===== config.mk =====
export PLATFORM = sky130hd
export DESIGN_NAME = grt_ram
export DESIGN_NICKNAME = d
export VERILOG_FILES = /design/src/hw/rtl/grt_ram.sv
export SDC_FILE = /design/constraint.sdc
export NUM_CORES = 2
export LEC_CHECK = 0
export BUFFER_PORTS_ARGS = -buffer_cell sky130_fd_sc_hd__buf_2
export CORE_MARGIN = 8
export CORE_UTILIZATION = 40
export DETAILED_ROUTE_END_ITERATION = 8
export GPL_TIMING_DRIVEN = 0
export REMOVE_ABC_BUFFERS = 1
export SLEW_MARGIN = 10
export SYNTH_ARGS = -nofsm -noshare
export SYNTH_HDL_FRONTEND = slang
export SYNTH_SLANG_ARGS = --single-unit

===== constraint.sdc =====
create_clock -name clk -period 2.7 [get_ports clk]
set_input_delay 0.135 -clock clk [delete_from_list [all_inputs] [get_ports clk]]
set_output_delay 0.135 -clock clk [all_outputs]
set_load 0.01 [all_outputs]

===== src/hw/rtl/grt_ram.sv =====
module grt_ram #(
	parameter int WIDTH = 8,
	parameter int DEPTH = 256
) (
	input  logic                     clk,
	input  logic                     we,
	input  logic [$clog2(DEPTH)-1:0] waddr,
	input  logic [WIDTH-1:0]         wdata,
	input  logic [$clog2(DEPTH)-1:0] raddr,
	output logic [WIDTH-1:0]         rdata
);

	logic [WIDTH-1:0] mem [DEPTH];

	always_ff @(posedge clk) begin
		if (we) begin
			mem[waddr] <= wdata;
		end
		rdata <= mem[raddr];
	end

endmodule


==> flow_summary.json <==
{
  "gr-total-overflow": 0,
  "worst-path-max-fanout": 43,
  "ys.flop_type": "sky130_fd_sc_hd__edfxtp_1",
  "syn_area_per_cell_um2": 21.31,
  "detail_route.wl_per_cell_um": 30.13,
  "final-setup-viol-count": 0,
  "wire_length_of_the_first_global_routing_pass_mm": 287.1,
  "max_clock_freq_mhz": 375.3,
  "grt_max_degree": 137,
  "netSwitchingPower_mw": 14.13,
  "maxCapViolCount": 0,
  "drt_first_pass_iters": 6,
  "cts_htree_levels": 4,
  "gp_routability_congestion": 0.7752,
  "detailroute.via_count": 38540,
  "flops_latches_synth": 2056,
  "post-synth-top-area-cell": "sky130_fd_sc_hd__edfxtp_1",
  "antenna_violating_nets_post_route": 0,
  "clock_tree.root_cell": "sky130_fd_sc_hd__clkbuf_16",
  "leakagePower_nw": 27.66,
  "std_cell_rows": 163,
  "final_area_um2": 90510,
  "pin_count": 34,
  "critPathKind": "in -> reg",
  "final_cell_mix": "sky130_fd_sc_hd__edfxtp_1, sky130_fd_sc_hd__mux4_2, sky130_fd_sc_hd__nor2_1",
  "fin_crit_ns": 2.665,
  "cp-start-kind": "input port",
  "clock_tree_from_tritoncts": "yes",
  "reg2regPathDepth": 6,
  "worst_hold_path.num_cells": 3,
  "synthTopCellsByArea": "sky130_fd_sc_hd__edfxtp_1, sky130_fd_sc_hd__mux4_2, sky130_fd_sc_hd__mux2i_1, sky130_fd_sc_hd__nor2_1, sky130_fd_sc_hd__a22oi_1",
  "post-dp-hpwl_mm": 117.9,
  "fillers": 16399,
  "post-place-cells": 6240,
  "numCtsBuffers": 205,
  "worst-endpoint-arrival_ns": 3.32,
  "core-area_um2": 197400,
  "worstHoldStart": "waddr[1]",
  "yosysWarningCount": 0,
  "layout-drive-gt1-share": 0.2271,
  "first_global_vias": 38755,
  "headroom_to_the_max_slew_limit": 0.2542,
  "setup.worst_path.end_class": "flip-flop",
  "final_net_count": 3865,
  "cell_internal_pwr_mw": 51.53,
  "syn_std_cell_area_um2": 79560,
  "finalHoldViolCount": 0,
  "hold_path_class": "in -> reg",
  "clockPowerShare": 0.411,
  "signed_area_change_from_the_synthesized_netlist_to_the_final_layout_pct": 13.76,
  "status": "finished clean",
  "floorplan.initialDensity": 0.4030,
  "worst_skew_pair_later_pin_latency_ns": 0.82,
  "synthDominantCellAreaShare": 0.7730,
  "grt_antenna_before_repair": 10,
  "synth_enable_flop_cells": 2048,
  "track_usage": 0.1849,
  "route.detailed.drc": 0,
  "clock_skew_ns": 0.03366,
  "clk_pin_slew_worst_paths_ns": 0.06,
  "clock_tree.buffer_depth": 3,
  "sequentialPowerShare": 0.536,
  "clk_sinks": 2056,
  "buffer_ports.inserted": 33,
  "power_density_nw_per_um2": 725.5,
  "unrepaired_setup_endpoints_after_global_routing": "no",
  "syn_inst": 3733,
  "crit_path_max_incr_delay_ns": 0.42,
  "floorplan.die_area_um2": 213400,
  "fin_setup_tns_ns": 0,
  "setup.worst_path.start": "raddr[1]",
  "final-max-slew-violation-count": 0,
  "seq_area_frac_synth": 0.7750,
  "synth-async-reset-ratio": 0,
  "crit_required_ns": 3.36,
  "cp_dominant_cell_by_count": "sky130_fd_sc_hd__buf_16",
  "worst_r2r_startpoint": "mem[27][5]$_DFFE_PP_",
  "via_per_inst": 5.792,
  "die_height_um": 462.0,
  "critPathSlowestCell": "sky130_fd_sc_hd__a221oi_2",
  "sw_frac_of_total": 0.2152,
  "fp.dieW_um": 462.0,
  "path_cells": "buf_8, buf_16, buf_16, buf_16, mux4_2, a22o_1, a221oi_2, o32ai_1, nor3_2, nor4_4",
  "totalWireLength_mm": 200.5,
  "drt_iter0_drc": 4459,
  "synth_cell_types": 55,
  "post_layout_nonfiller_instances": 6654,
  "worst_slew_pin_slew_ns": 1.119,
  "detailed_place.area_um2": 83310,
  "worst_ir_drop_vdd_mv": 0.5513,
  "final_worst_path_period_share": 0.9869,
  "mostFrequentLayoutCell": "sky130_fd_sc_hd__edfxtp_1",
  "fraction_of_power_consumed_by_combinational_cells": 0.052
}
## critical path, delay by kind of cell
family | cells | cell delay, ns
and+or+nand+nor | 2 | 0.51
AOI/OAI and AO/OA | 3 | 0.87
buffers and inverters | 4 | 1.18
muxes | 1 | 0.36
## path summary, 6_finish.rpt
check                                        endpoint  slack (ns)
worst min register to register       rdata[7]$_DFF_P_        1.07
worst max-delay path                 rdata[5]$_DFF_P_        0.04
worst min-delay path            mem[167][3]$_DFFE_PP_        0.12
worst max register to register       rdata[5]$_DFF_P_        0.17
## kinds of logic after synthesis
| group | count (synthesis) | share of synthesized area |
|---|---|---|
| DFF | 2056 | 0.7750 |
| muxes | 591 | 0.1462 |
| and+or+nand+nor | 466 | 0.02628 |
| AOI/OAI and AO/OA | 385 | 0.03419 |
| buffers and inverters | 235 | 0.01831 |
## stage by stage
step	hold slack [ns]	power, mW	worst slack (ns)	util
finish	0.1173	65.67	0.03545	0.4584
detailed placement	0.3885	39.15	-2.213	0.4220
global placement	0.5475	40.01	-17.88	0.4132
CTS	0.02824	66.13	-0.01159	0.4580
global route	0.07592	67.47	0.01700	0.4584
floorplan	0.2339	37.13	0.1572	-
## area by class of cell
type                       instances  area (um2)  area share
multi-input combinational       1443       16840      0.1860
inverter                           2       12.51   0.0001382
sequential                      2056       61660      0.6813
clock buffer                     259        5375     0.05939
tap                             2640        3303     0.03650
antenna                            7       17.52   0.0001935
clock inverter                   116       929.6     0.01027
timing repair buffer             131        2372     0.02621
## timing repair
action,in CTS,in global routing
hold endpoints to repair,661,0
pin swaps,5,1
gates cloned,16,1
gates resized for setup,30,6
hold buffers,8,0
setup buffers,7,0
setup endpoints to repair,8,6
## sequential cells by signal (all words and copies together) (netlist names)
signal	count
mem	2048
rdata	8
## cell usage after synthesis (all sizes together), types with 2 or more instances
cell type	count
dfxtp	8
a21oi	96
o211ai	10
nor3	22
a211oi	16
nand3b	2
o22a	5
o22ai	28
nor4	27
a22o	8
a2111oi	5
edfxtp	2048
and2	6
a221oi	14
buf	122
nand4	10
o221ai	47
mux4	456
mux2i	134
clkbuf	111
a311oi	2
o32ai	5
nand2b	8
o21ai	12
and3b	2
nor2	282
nor2b	31
or2	4
nand3	34
a22oi	133
nand2	33
a31oi	2
## per-layer routing
| layer | vias to the layer above | global-route usage | wire length, um | share of wire |
|---|---|---|---|---|
| li1 | 15942 | - | - | - |
| met1 | 20617 | 0.2592 | 81750 | 0.41 |
| met2 | 1672 | 0.3005 | 98410 | 0.49 |
| met3 | 309 | 0.03014 | 14950 | 0.075 |
| met4 | 0 | 0.05489 | 5404 | 0.027 |
| met5 | - | 0 | 0 | 0 |
## power groups by stage
stage                     Combinational [mW]  Clock [mW]  Sequential, mW
after global routing                    3.61        28.6            35.2
after global placement                  3.97           0            36.0
after CTS                               3.46        27.4            35.2
after floorplan                         1.23           0            35.9
final                                   3.44        27.0            35.2
after detailed placement                3.25           0            35.9
Note: power is estimated with default switching activity, not from simulation.
